[config.mk]
export PLATFORM = sky130hd
export DESIGN_NAME = strided_pattern_search_unit
export DESIGN_NICKNAME = d
export VERILOG_FILES = /design/src/hw/rtl/sps_pkg.sv /design/src/hw/rtl/sps_ram.sv /design/src/hw/rtl/sps_ctrl.sv /design/src/hw/rtl/sps_dp.sv /design/src/hw/rtl/strided_pattern_search_unit.sv
export SDC_FILE = /design/constraint.sdc
export NUM_CORES = 2
export LEC_CHECK = 0
export ABC_CLOCK_PERIOD_IN_PS = 7700
export CAP_MARGIN = 5
export CORE_UTILIZATION = 35
export DETAILED_ROUTE_END_ITERATION = 12
export DONT_BUFFER_PORTS = 1
export GPL_ROUTABILITY_DRIVEN = 0
export GPL_TIMING_DRIVEN = 0
export SETUP_SLACK_MARGIN = 0.1
export SLEW_MARGIN = 10
export SYNTH_ARGS = -nofsm -noshare
export SYNTH_HDL_FRONTEND = slang
export SYNTH_SLANG_ARGS = --single-unit
[constraint.sdc]
create_clock -name aclk -period 7.7 [get_ports aclk]
set_input_delay 0.77 -clock aclk [delete_from_list [all_inputs] [get_ports aclk]]
set_output_delay 0.77 -clock aclk [all_outputs]
set_load 0.02 [all_outputs]
[src/hw/rtl/sps_pkg.sv]
// ----------------------------------------------------------------------------
// sps_pkg: shared types and constants of the strided pattern search unit
// Store sizes, field widths, command and register codes, and the
// controller/datapath interface structs.
// ----------------------------------------------------------------------------
package sps_pkg;

    // store sizes
    localparam int ARG_DEPTH = 256;
    localparam int PAT_DEPTH = 32;
    localparam int ARG_AW    = $clog2(ARG_DEPTH);
    localparam int PAT_AW    = $clog2(PAT_DEPTH);

    // field widths
    localparam int BYTE_W    = 8;
    localparam int IDX_W     = 8;
    localparam int PLEN_W    = 6;
    localparam int LEN_W     = 9;
    localparam int STRIDE_W  = 7;
    localparam int MOFF_W    = 8;
    localparam int CFG_IDX_W = 2;
    localparam int CFG_W     = 9;

    // candidate offset register, wide enough for one step past the end
    localparam int OFF_W     = ARG_AW + 2;

    // item commands
    typedef enum logic [1:0] {
        CMD_WR_ARG = 2'd0,
        CMD_WR_PAT = 2'd1,
        CMD_SEARCH = 2'd2,
        CMD_NONE   = 2'd3
    } item_cmd_t;

    // configuration register indexes
    localparam logic [CFG_IDX_W-1:0] CFG_ARG_LEN = 2'd0;
    localparam logic [CFG_IDX_W-1:0] CFG_STRIDE  = 2'd1;

    // controller states
    typedef enum logic [5:0] {
        ST_IDLE  = 6'b000001,
        ST_SETUP = 6'b000010,
        ST_CHECK = 6'b000100,
        ST_ISSUE = 6'b001000,
        ST_CMP   = 6'b010000,
        ST_DONE  = 6'b100000
    } state_t;

    // controller to datapath commands
    typedef struct packed {
        logic take;
        logic load_search;
        logic set_found;
        logic set_miss;
        logic inc_k;
        logic next_off;
        logic load_out;
    } ctrl_cmd_t;

    // datapath to controller status
    typedef struct packed {
        logic plen_bad;
        logic plen_zero;
        logic off_fits;
        logic bytes_eq;
        logic k_last;
        logic out_free;
    } dp_status_t;

endpackage

[src/hw/rtl/sps_ram.sv]
// ----------------------------------------------------------------------------
// sps_ram: generic single-write, single-read RAM
// One write port and one read port with registered read data.
// ----------------------------------------------------------------------------
module sps_ram #(
    parameter int WIDTH = 8,
    parameter int DEPTH = 256
) (
    input  logic                     aclk,
    input  logic                     we,
    input  logic [$clog2(DEPTH)-1:0] waddr,
    input  logic [WIDTH-1:0]         wdata,
    input  logic [$clog2(DEPTH)-1:0] raddr,
    output logic [WIDTH-1:0]         rdata
);

    logic [WIDTH-1:0] mem [DEPTH];
    logic [WIDTH-1:0] rdata_reg;

    // write and registered read
    always_ff @(posedge aclk) begin
        if (we) begin
            mem[waddr] <= wdata;
        end
        rdata_reg <= mem[raddr];
    end

    assign rdata = rdata_reg;

endmodule

[src/hw/rtl/sps_ctrl.sv]
// ----------------------------------------------------------------------------
// sps_ctrl: search sequencer
// Accepts requests, walks candidate offsets and pattern bytes, and hands
// the result to the output register.
// ----------------------------------------------------------------------------
module sps_ctrl (
    input  logic                aclk,
    input  logic                aresetn,
    input  logic                s_valid,
    output logic                s_ready,
    input  logic [1:0]          s_cmd,
    input  sps_pkg::dp_status_t status,
    output sps_pkg::ctrl_cmd_t  cmd
);

    sps_pkg::state_t state_reg, state_next;

    // state register
    always_ff @(posedge aclk) begin
        if (!aresetn) begin
            state_reg <= sps_pkg::ST_IDLE;
        end else begin
            state_reg <= state_next;
        end
    end

    assign s_ready = (state_reg == sps_pkg::ST_IDLE);

    // next state and commands
    always_comb begin
        state_next = state_reg;
        cmd        = '0;
        cmd.take   = s_valid && s_ready;
        unique case (state_reg)
            sps_pkg::ST_IDLE: begin
                if (s_valid && s_cmd == sps_pkg::CMD_SEARCH) begin
                    cmd.load_search = 1'b1;
                    state_next      = sps_pkg::ST_SETUP;
                end
            end
            sps_pkg::ST_SETUP: begin
                priority if (status.plen_bad) begin
                    cmd.set_miss = 1'b1;
                    state_next   = sps_pkg::ST_DONE;
                end else if (status.plen_zero) begin
                    cmd.set_found = 1'b1;
                    state_next    = sps_pkg::ST_DONE;
                end else begin
                    state_next = sps_pkg::ST_CHECK;
                end
            end
            sps_pkg::ST_CHECK: begin
                if (status.off_fits) begin
                    state_next = sps_pkg::ST_ISSUE;
                end else begin
                    cmd.set_miss = 1'b1;
                    state_next   = sps_pkg::ST_DONE;
                end
            end
            sps_pkg::ST_ISSUE: begin
                state_next = sps_pkg::ST_CMP;
            end
            sps_pkg::ST_CMP: begin
                priority if (!status.bytes_eq) begin
                    cmd.next_off = 1'b1;
                    state_next   = sps_pkg::ST_CHECK;
                end else if (status.k_last) begin
                    cmd.set_found = 1'b1;
                    state_next    = sps_pkg::ST_DONE;
                end else begin
                    cmd.inc_k  = 1'b1;
                    state_next = sps_pkg::ST_ISSUE;
                end
            end
            sps_pkg::ST_DONE: begin
                if (status.out_free) begin
                    cmd.load_out = 1'b1;
                    state_next   = sps_pkg::ST_IDLE;
                end
            end
            default: begin
                state_next = sps_pkg::ST_IDLE;
            end
        endcase
    end

endmodule

[src/hw/rtl/sps_dp.sv]
// ----------------------------------------------------------------------------
// sps_dp: search datapath
// Holds the configuration registers, both byte stores, the offset and
// pattern counters, the byte comparator and the output register.
// ----------------------------------------------------------------------------
module sps_dp (
    input  logic                                aclk,
    input  logic                                aresetn,
    input  logic                                cfg_valid,
    input  logic [sps_pkg::CFG_IDX_W-1:0]       cfg_index,
    input  logic [sps_pkg::CFG_W-1:0]           cfg_data,
    input  logic [1:0]                          s_cmd,
    input  logic [sps_pkg::IDX_W-1:0]           s_byte_index,
    input  logic [sps_pkg::BYTE_W-1:0]          s_byte_value,
    input  logic [sps_pkg::PLEN_W-1:0]          s_pattern_length,
    output logic                                m_valid,
    input  logic                                m_ready,
    output logic                                m_found,
    output logic [sps_pkg::MOFF_W-1:0]          m_match_offset,
    input  sps_pkg::ctrl_cmd_t                  cmd,
    output sps_pkg::dp_status_t                 status
);

    logic [sps_pkg::LEN_W-1:0]    arg_len_reg;
    logic [sps_pkg::STRIDE_W-1:0] stride_reg;
    logic [sps_pkg::LEN_W-1:0]    len_reg;
    logic [sps_pkg::STRIDE_W-1:0] step_reg;
    logic [sps_pkg::PLEN_W-1:0]   plen_reg;
    logic [sps_pkg::OFF_W-1:0]    off_reg;
    logic [sps_pkg::PAT_AW-1:0]   k_reg;
    logic                         found_reg;
    logic                         m_valid_reg;
    logic                         m_found_reg;
    logic [sps_pkg::MOFF_W-1:0]   m_offset_reg;

    logic [sps_pkg::LEN_W-1:0]    len_sat;
    logic [sps_pkg::OFF_W:0]      off_end;
    logic [sps_pkg::OFF_W-1:0]    arg_pos;
    logic [sps_pkg::PLEN_W:0]     k_plus;
    logic                         arg_we;
    logic                         pat_we;
    logic [sps_pkg::BYTE_W-1:0]   arg_rdata;
    logic [sps_pkg::BYTE_W-1:0]   pat_rdata;

    // configuration registers
    always_ff @(posedge aclk) begin
        if (!aresetn) begin
            arg_len_reg <= '0;
            stride_reg  <= sps_pkg::STRIDE_W'(1);
        end else if (cfg_valid) begin
            if (cfg_index == sps_pkg::CFG_ARG_LEN) begin
                arg_len_reg <= cfg_data[sps_pkg::LEN_W-1:0];
            end else if (cfg_index == sps_pkg::CFG_STRIDE) begin
                stride_reg <= cfg_data[sps_pkg::STRIDE_W-1:0];
            end
        end
    end

    // clamp the argument length to the store size
    assign len_sat = (32'(arg_len_reg) > sps_pkg::ARG_DEPTH)
                   ? sps_pkg::LEN_W'(sps_pkg::ARG_DEPTH) : arg_len_reg;

    // store writes, out-of-range positions dropped
    assign arg_we = cmd.take && s_cmd == sps_pkg::CMD_WR_ARG
                 && 32'(s_byte_index) < sps_pkg::ARG_DEPTH;
    assign pat_we = cmd.take && s_cmd == sps_pkg::CMD_WR_PAT
                 && 32'(s_byte_index) < sps_pkg::PAT_DEPTH;

    assign arg_pos = off_reg + sps_pkg::OFF_W'(k_reg);

    sps_ram #(
        .WIDTH (sps_pkg::BYTE_W),
        .DEPTH (sps_pkg::ARG_DEPTH)
    ) u_arg_ram (
        .aclk  (aclk),
        .we    (arg_we),
        .waddr (sps_pkg::ARG_AW'(s_byte_index)),
        .wdata (s_byte_value),
        .raddr (arg_pos[sps_pkg::ARG_AW-1:0]),
        .rdata (arg_rdata)
    );

    sps_ram #(
        .WIDTH (sps_pkg::BYTE_W),
        .DEPTH (sps_pkg::PAT_DEPTH)
    ) u_pat_ram (
        .aclk  (aclk),
        .we    (pat_we),
        .waddr (sps_pkg::PAT_AW'(s_byte_index)),
        .wdata (s_byte_value),
        .raddr (k_reg),
        .rdata (pat_rdata)
    );

    // search registers: latch request, advance byte and offset counters
    always_ff @(posedge aclk) begin
        if (cmd.load_search) begin
            len_reg  <= len_sat;
            step_reg <= (stride_reg == '0) ? sps_pkg::STRIDE_W'(1) : stride_reg;
            plen_reg <= s_pattern_length;
            off_reg  <= '0;
            k_reg    <= '0;
        end else if (cmd.next_off) begin
            off_reg <= off_reg + sps_pkg::OFF_W'(step_reg);
            k_reg   <= '0;
        end else if (cmd.inc_k) begin
            k_reg <= k_reg + sps_pkg::PAT_AW'(1);
        end
        if (cmd.set_found) begin
            found_reg <= 1'b1;
        end else if (cmd.set_miss) begin
            found_reg <= 1'b0;
        end
    end

    // status toward the controller
    assign off_end = {1'b0, off_reg} + (sps_pkg::OFF_W + 1)'(plen_reg);
    assign k_plus  = {1'b0, (sps_pkg::PLEN_W)'(k_reg)} + (sps_pkg::PLEN_W + 1)'(1);

    always_comb begin
        status           = '0;
        status.plen_bad  = 32'(plen_reg) > sps_pkg::PAT_DEPTH;
        status.plen_zero = (plen_reg == '0);
        status.off_fits  = off_end <= (sps_pkg::OFF_W + 1)'(len_reg);
        status.bytes_eq  = (arg_rdata == pat_rdata);
        status.k_last    = (k_plus == {1'b0, plen_reg});
        status.out_free  = !m_valid_reg || m_ready;
    end

    // output register
    always_ff @(posedge aclk) begin
        if (!aresetn) begin
            m_valid_reg <= 1'b0;
        end else if (cmd.load_out) begin
            m_valid_reg <= 1'b1;
        end else if (m_ready) begin
            m_valid_reg <= 1'b0;
        end
    end

    always_ff @(posedge aclk) begin
        if (cmd.load_out) begin
            m_found_reg  <= found_reg;
            m_offset_reg <= found_reg ? off_reg[sps_pkg::MOFF_W-1:0] : '0;
        end
    end

    assign m_valid        = m_valid_reg;
    assign m_found        = m_found_reg;
    assign m_match_offset = m_offset_reg;

endmodule

[src/hw/rtl/strided_pattern_search_unit.sv]
// Sequence: a search request is taken, then set up; each candidate offset is
// checked, each pattern byte is read from both RAMs and then compared, and the
// result is loaded into the output register.
// Throughput: one write per cycle while idle; one search at a time, input held
// while the search runs or while an earlier result waits in the output register.
// Reset: clears control state, argument length to 0, stride to 1; stores kept.
// ----------------------------------------------------------------------------
// strided_pattern_search_unit: strided first-match byte pattern search
// Fills argument and pattern stores from write requests and reports the
// first stride-aligned offset at which the pattern matches.
// ----------------------------------------------------------------------------
module strided_pattern_search_unit (
    input  logic                          aclk,
    input  logic                          aresetn,
    input  logic                          cfg_valid,
    output logic                          cfg_ready,
    input  logic [sps_pkg::CFG_IDX_W-1:0] cfg_index,
    input  logic [sps_pkg::CFG_W-1:0]     cfg_data,
    input  logic                          s_valid,
    output logic                          s_ready,
    input  logic [1:0]                    s_cmd,
    input  logic [sps_pkg::IDX_W-1:0]     s_byte_index,
    input  logic [sps_pkg::BYTE_W-1:0]    s_byte_value,
    input  logic [sps_pkg::PLEN_W-1:0]    s_pattern_length,
    output logic                          m_valid,
    input  logic                          m_ready,
    output logic                          m_found,
    output logic [sps_pkg::MOFF_W-1:0]    m_match_offset
);

    sps_pkg::ctrl_cmd_t  cmd;
    sps_pkg::dp_status_t status;

    // configuration writes are always taken
    assign cfg_ready = 1'b1;

    sps_ctrl u_ctrl (
        .aclk    (aclk),
        .aresetn (aresetn),
        .s_valid (s_valid),
        .s_ready (s_ready),
        .s_cmd   (s_cmd),
        .status  (status),
        .cmd     (cmd)
    );

    sps_dp u_dp (
        .aclk             (aclk),
        .aresetn          (aresetn),
        .cfg_valid        (cfg_valid && cfg_ready),
        .cfg_index        (cfg_index),
        .cfg_data         (cfg_data),
        .s_cmd            (s_cmd),
        .s_byte_index     (s_byte_index),
        .s_byte_value     (s_byte_value),
        .s_pattern_length (s_pattern_length),
        .m_valid          (m_valid),
        .m_ready          (m_ready),
        .m_found          (m_found),
        .m_match_offset   (m_match_offset),
        .cmd              (cmd),
        .status           (status)
    );

endmodule
Yosys cells after proc, flatten, opt, wreduce, memory -nomap -nowiden
Memories as Yosys holds them, arrays and structs flattened. A register that Yosys moved wholly into a read port is not among the register bits.
Index checks and enable logic that the tools add are counted.

operators by class
  muxes and demuxes = 30
  bitwise logic cells = 1
  magnitude comparators = 4
  add/subtract/negate cells = 5
  equality and inequality tests = 13
  reduce and logical (&&, ||, !) cells = 16

operators by type and width
  cell                 count
  $mux 6               7
  $pmux 6 s6           1
  $mux 1               19
  $add 10x6->11        1
  $le 11x9->1          1
  $add 10x7->10        1
  $gt 9x9->1 const B   1
  $add 8x5->8          1
  $eq 8x8->1           1
  $lt 8x6->1 const B   1
  $eq 7x6->1           1
  $logic_not 7->1      1
  $add 5x1->6 const B  1
  $eq 6x1->1 const B   1
  $eq 6x2->1 const B   1
  $eq 6x3->1 const B   1
  $eq 6x4->1 const B   1
  $eq 6x5->1 const B   1
  $eq 6x6->1 const B   1
  $gt 6x6->1 const B   1
  $logic_not 6->1      1
  $add 5x1->5 const B  1
  $logic_and 1x1->1    5
  $eq 2x1->1 const B   2
  other kinds (12)     16

storage, ports and cells
  memories kept = 2
  logic and storage cells = 83
  memory bits (writable) = 2,304
  flip-flop bits (word level) = 70

memory list
  name                depth  bits a word  rd ports  clocked after memory_dff  wr ports  line           text
  u_dp.u_arg_ram.mem  256    8            1         1                         1         sps_ram.sv:17  logic [WIDTH-1:0] mem [DEPTH];
  u_dp.u_pat_ram.mem  32     8            1         1                         1         sps_ram.sv:17

Longest topological paths before layout
  depth after elaboration = 6
  mapped depth = 18
  depth with buffers taken out = 18

Modules after synthesis
From an unflattened synthesis, not the netlist that was laid out.

second synthesis, totals
  cells, all modules = 4,554
  area, all modules = 93,676.1 um^2

by module, submodules not included
  module                       seq. area each (um^2)  area an instance (um^2)  cells an instance  instances
  sps_ram at u_dp.u_arg_ram    61,659.1               79,556.3                 3,733              1
  sps_ram at u_dp.u_pat_ram    7,847.5                10,053.4                 417                1
  sps_dp                       1,591.5                3,649.8                  351                1
  sps_ctrl                     120.1                  405.4                    51                 1
  strided_pattern_search_unit  0.0                    11.3                     2                  1

Worst setup path after synthesis
OpenSTA, ideal clock, no wires.

  path kind = register -> register
  start point = register u_dp.off_reg[1] (netlist bit)
  end point = register u_ctrl.state_reg[5]
  arrival = 3,166 ps
  period minus slack after synthesis = 3,291 ps
  cell stages (with the launch flop) = 18
  path buffers = 0
  library setup time = 125 ps
  slack = 4,409 ps
  data required time = 7,575 ps
  cell sequence = dfxtp_1 > inv_1 > fa_1 > nor2b_1 > o21ai_0 > a21boi_1 > o21ai_0 > nand2b_1 > and3_1 > xor2_1 > ha_1 > nand2_1 > nor2_1 > o21ai_0 > o211ai_1 > a22o_1 > nor2b_1 > o41a_1

between the ends
  longest elaborated chain between the ends = 4

ends and longest elaborated chain
  what                      line            text
  start: declaration        sps_dp.sv:29    logic [sps_pkg::OFF_W-1:0] off_reg;
  start signal: assignment  sps_dp.sv:104   off_reg <= off_reg + sps_pkg::OFF_W'(step_reg);
  $add 10x6->11             sps_dp.sv:117   assign off_end = {1'b0, off_reg} + (sps_pkg::OFF_W + 1)'(plen_reg);
  $le 11x9->1               sps_dp.sv:124   status.off_fits = off_end <= (sps_pkg::OFF_W + 1)'(len_reg);
  $mux 6                    sps_ctrl.sv:53  if (status.off_fits) begin
  $pmux 6 s6                sps_ctrl.sv:34  unique case (state_reg)
  end signal: assignment    sps_ctrl.sv:21  state_reg <= sps_pkg::ST_IDLE;
  end signal: assignment    sps_ctrl.sv:23  state_reg <= state_next;
  end: declaration          sps_ctrl.sv:16  sps_pkg::state_t state_reg, state_next;

Every way passes these cells.
A chain may end at the register's enable or synchronous reset.

Final worst setup path
  start point = register u_dp.off_reg[0] (netlist bit)
  end point = register u_dp.u_arg_ram.rdata_reg[2] (netlist: u_dp.u_arg_ram.rdata[2]), read port of u_dp.u_arg_ram.mem

between the ends
  longest elaborated chain between the ends = 1

ends and longest elaborated chain
  what              line           text
  $add 8x5->8       sps_dp.sv:69   assign arg_pos = off_reg + sps_pkg::OFF_W'(k_reg);
  end: declaration  sps_ram.sv:18  logic [WIDTH-1:0] rdata_reg;

Every way passes these cells.

==> out/results.ini <==
[clock_tree]
htree_levels = 4
cts_buffers = 228
clock_latency_ps = 880
cts_sinks = 2390
clkTransAtPathRegs_ps = 60
cts_max_path_buffers = 3
cts_tree = built
cts_root_buf = clkbuf_16
cts_resized = 0
post_cts_buffers = 0

[layout]
fill_cells = 23340
final_cell_area_um2 = 105600
regArea_um2 = 71220
multi_input_area_um2 = 21140
nets = 4706
largest_register_ffs = 2048
area_growth_syn_to_layout_pct = 12.78
drive_above_1_share_pct = 24.02

[critical_path]
crit_required_ps = 8420
cp_data_arrival_time_ps = 6130
rr_worst_depth = 11
crit_path_start_kind = register
critical_path_class = register to register
cp_max_fo = 10
cp-end-kind = register

[power]
vdd_drop_max_uv = 258.5
pwr-share-comb_pct = 1.8
power.internal_mw = 20.73
sw_frac_of_total_pct = 19.98
power_density_nw_per_um2 = 245.2
power_leakage_nw = 31.67
pwr-share-clk_pct = 43.0
p_sw_mw = 5.177
seqPwrFrac_pct = 55.2
p_total_mw = 25.90

[timing]
fin_crit_sh_pct = 70.33
clock_skew_ps = 52.62
slew_headroom_pct = 7.144
fin_crit_ps = 5415
max_freq_mhz = 184.7
hold_violations = 0
worst_pin_slew_ps = 1393
setup_viol = 0
rsz0062_at_grt = no
setup_tns_ps = 0
slew_violations = 0

[grt]
grt-ovfl-total = 0
grt_usage_pct = 18.13
grt_max_degree = 289
grt_pass1_wl_um = 346400
antenna_found_initial = 12
grt_pass1_vias = 45610

[placement]
portBuffers = 0
dp_hpwl_um = 154900
placed_area_um2 = 98200

[synthesis]
ys_warn_count = 0
synth_area_um2 = 93680
syn_nets = 4463
synth_area_per_cell_um2 = 21.33
synth-edff-count = 2335
synth_flop_cell = edfxtp_1
syn_inst = 4392
ys_types = 66
async_reset_ff_share_pct = 0
seq_area_frac_synth_pct = 76.03
ys_ff_latch = 2390

[floorplan]
ioPinCount = 52
die_y_um = 519.3
die_x_um = 519.3
core_um2 = 265600
dieArea_um2 = 269700
num_rows = 189
start_util_pct = 35.27

[routing]
drt-wirelength-per-cell_um = 29.58
wl_um = 247400
ant_nets = 0
route.detailed.drc = 0
firstDrtPassIters = 6
vias = 45750
via_per_inst = 5.471
drt-initial-drc-count = 5899

[flow_run]
max-cap-violations = 0

[status]
status = finished, final reports clean

[min_path]
hold_depth = 0
hold_path.class = primary input to register

## placed cells by master (no fill, tap or decap), drive strengths merged, types with 4 or more instances in the layout
master,n
a21o,6
mux4,680
diode,8
clkinvlp,7
nor2b,40
nand2,231
edfxtp,2335
ha,28
clkinv,94
nand3b,7
or3,8
mux2,15
xnor2,22
mux2i,55
nand3,75
clkbuf,393
a31oi,15
bufinv,23
o21ai,25
buf,137
nand4,34
nand2b,9
o21bai,4
dlygate4sd3,9
dfxtp,55
nor4,7
nor3,23
and3,5
o2111ai,7
xor2,19
a32o,7
inv,34
a21oi,28
nor2,334
and2,10
## power by group through the flow
stage,logic [mW],registers (mW),clock network [mW]
floorplan,0.279,14.6,0
global route,0.486,14.3,11.7
finish,0.469,14.3,11.1
detailed placement,0.459,14.6,0
global placement,0.455,14.6,0
CTS,0.464,14.3,11.3
## through the flow
step                      setup WS (ps)  hold WS (ps)  utilization, %  cells
after floorplan                    4409         446.5               -   4392
after global placement             2009         458.5           36.94   7925
after detailed placement           2489         476.7           36.98   7929
after CTS                          2474         28.23           39.77   8353
after global routing               2252         13.33           39.78   8358
final                              2285         80.63           39.78   8362
## worst max-delay path, cell delays in order, from the launching register on
cell      delay, ps
dfxtp_1         400
ha_1            290
fa_1            560
buf_4           190
clkbuf_1        760
clkbuf_1        910
mux4_2          450
mux4_2          320
nand2_1         100
nand3_1         220
nand4_1         450
a31oi_1         580
## routing by layer
metal | routed length, um | part of all wire, % | track usage [%]
met3 | 22690 | 9.2 | 4.540
met4 | 7045 | 2.8 | 5.515
met5 | 11 | 0.0044 | 0
met2 | 117700 | 48 | 28.80
met1 | 99940 | 40 | 24.56
## cell usage after synthesis, types with 5 or more instances
| master | number | area [um2] |
|---|---|---|
| a21o_1 | 6 | 45.04 |
| a21oi_1 | 28 | 140.1 |
| a31oi_1 | 15 | 93.84 |
| a32o_1 | 7 | 70.07 |
| and2_1 | 9 | 56.30 |
| and3_1 | 5 | 31.28 |
| buf_1 | 17 | 63.81 |
| buf_2 | 63 | 315.3 |
| buf_4 | 39 | 292.8 |
| buf_6 | 11 | 123.9 |
| clkbuf_1 | 111 | 416.7 |
| dfxtp_1 | 55 | 1101 |
| edfxtp_1 | 2335 | 70120 |
| ha_1 | 28 | 350.3 |
| inv_1 | 24 | 90.09 |
| mux2_2 | 15 | 168.9 |
| mux2i_1 | 55 | 550.5 |
| mux4_2 | 680 | 15310 |
| nand2_1 | 231 | 867.1 |
| nand2b_1 | 9 | 56.30 |
| nand3_1 | 75 | 375.4 |
| nand3b_1 | 7 | 52.55 |
| nand4_1 | 34 | 212.7 |
| nor2_1 | 333 | 1250 |
| nor2b_1 | 40 | 250.2 |
| nor3_1 | 23 | 115.1 |
| nor4_1 | 7 | 43.79 |
| o2111ai_1 | 7 | 61.31 |
| o21ai_0 | 22 | 110.1 |
| or3_1 | 8 | 50.05 |
| xnor2_1 | 19 | 166.4 |
| xor2_1 | 19 | 166.4 |
## cells by family (layout without fill, tap and decap cells)
kind of cell,after synthesis,after routing,share of synthesized area (%)
AO/OA/AOI/OAI,115,115,0.8308
XOR/XNOR,41,41,0.4194
adder cells (fa/ha/maj),31,31,0.4381
buffers and inverters,268,697,1.439
flip-flops,2390,2390,76.03
multiplexers,750,750,17.12
other,1,9,0.004003
AND/OR/NAND/NOR,796,796,3.727
## layout make-up
class / instances / area share (%)
antenna: 8 / 0.01895
sequential: 2390 / 67.41
multi-input combinational: 1734 / 20.01
inverter: 24 / 0.08527
clock inverter: 134 / 1.293
timing repair buffer: 13 / 0.1398
clock buffer: 282 / 5.651
buffer: 244 / 1.209
tap: 3533 / 4.184
## timing repair
action | 4_1_cts | 5_1_grt
hold endpoints to repair | 10 | 16
hold buffers | 8 | 1
setup endpoints to repair | 0 | 0
## path summary, 6_finish.rpt
kind,from,slack (ps),endpoint
worst max-delay path,u_dp.off_reg[0],2280,u_dp.u_arg_ram.rdata[2]
worst min-delay path,s_byte_value[4],80,u_dp.u_pat_ram.mem[18][4]
worst max register to register,u_dp.off_reg[0],2280,u_dp.u_arg_ram.rdata[2]
worst min register to register,u_dp.stride_reg[0],490,u_dp.stride_reg[0]
Note: power is estimated with default switching activity, not from simulation.
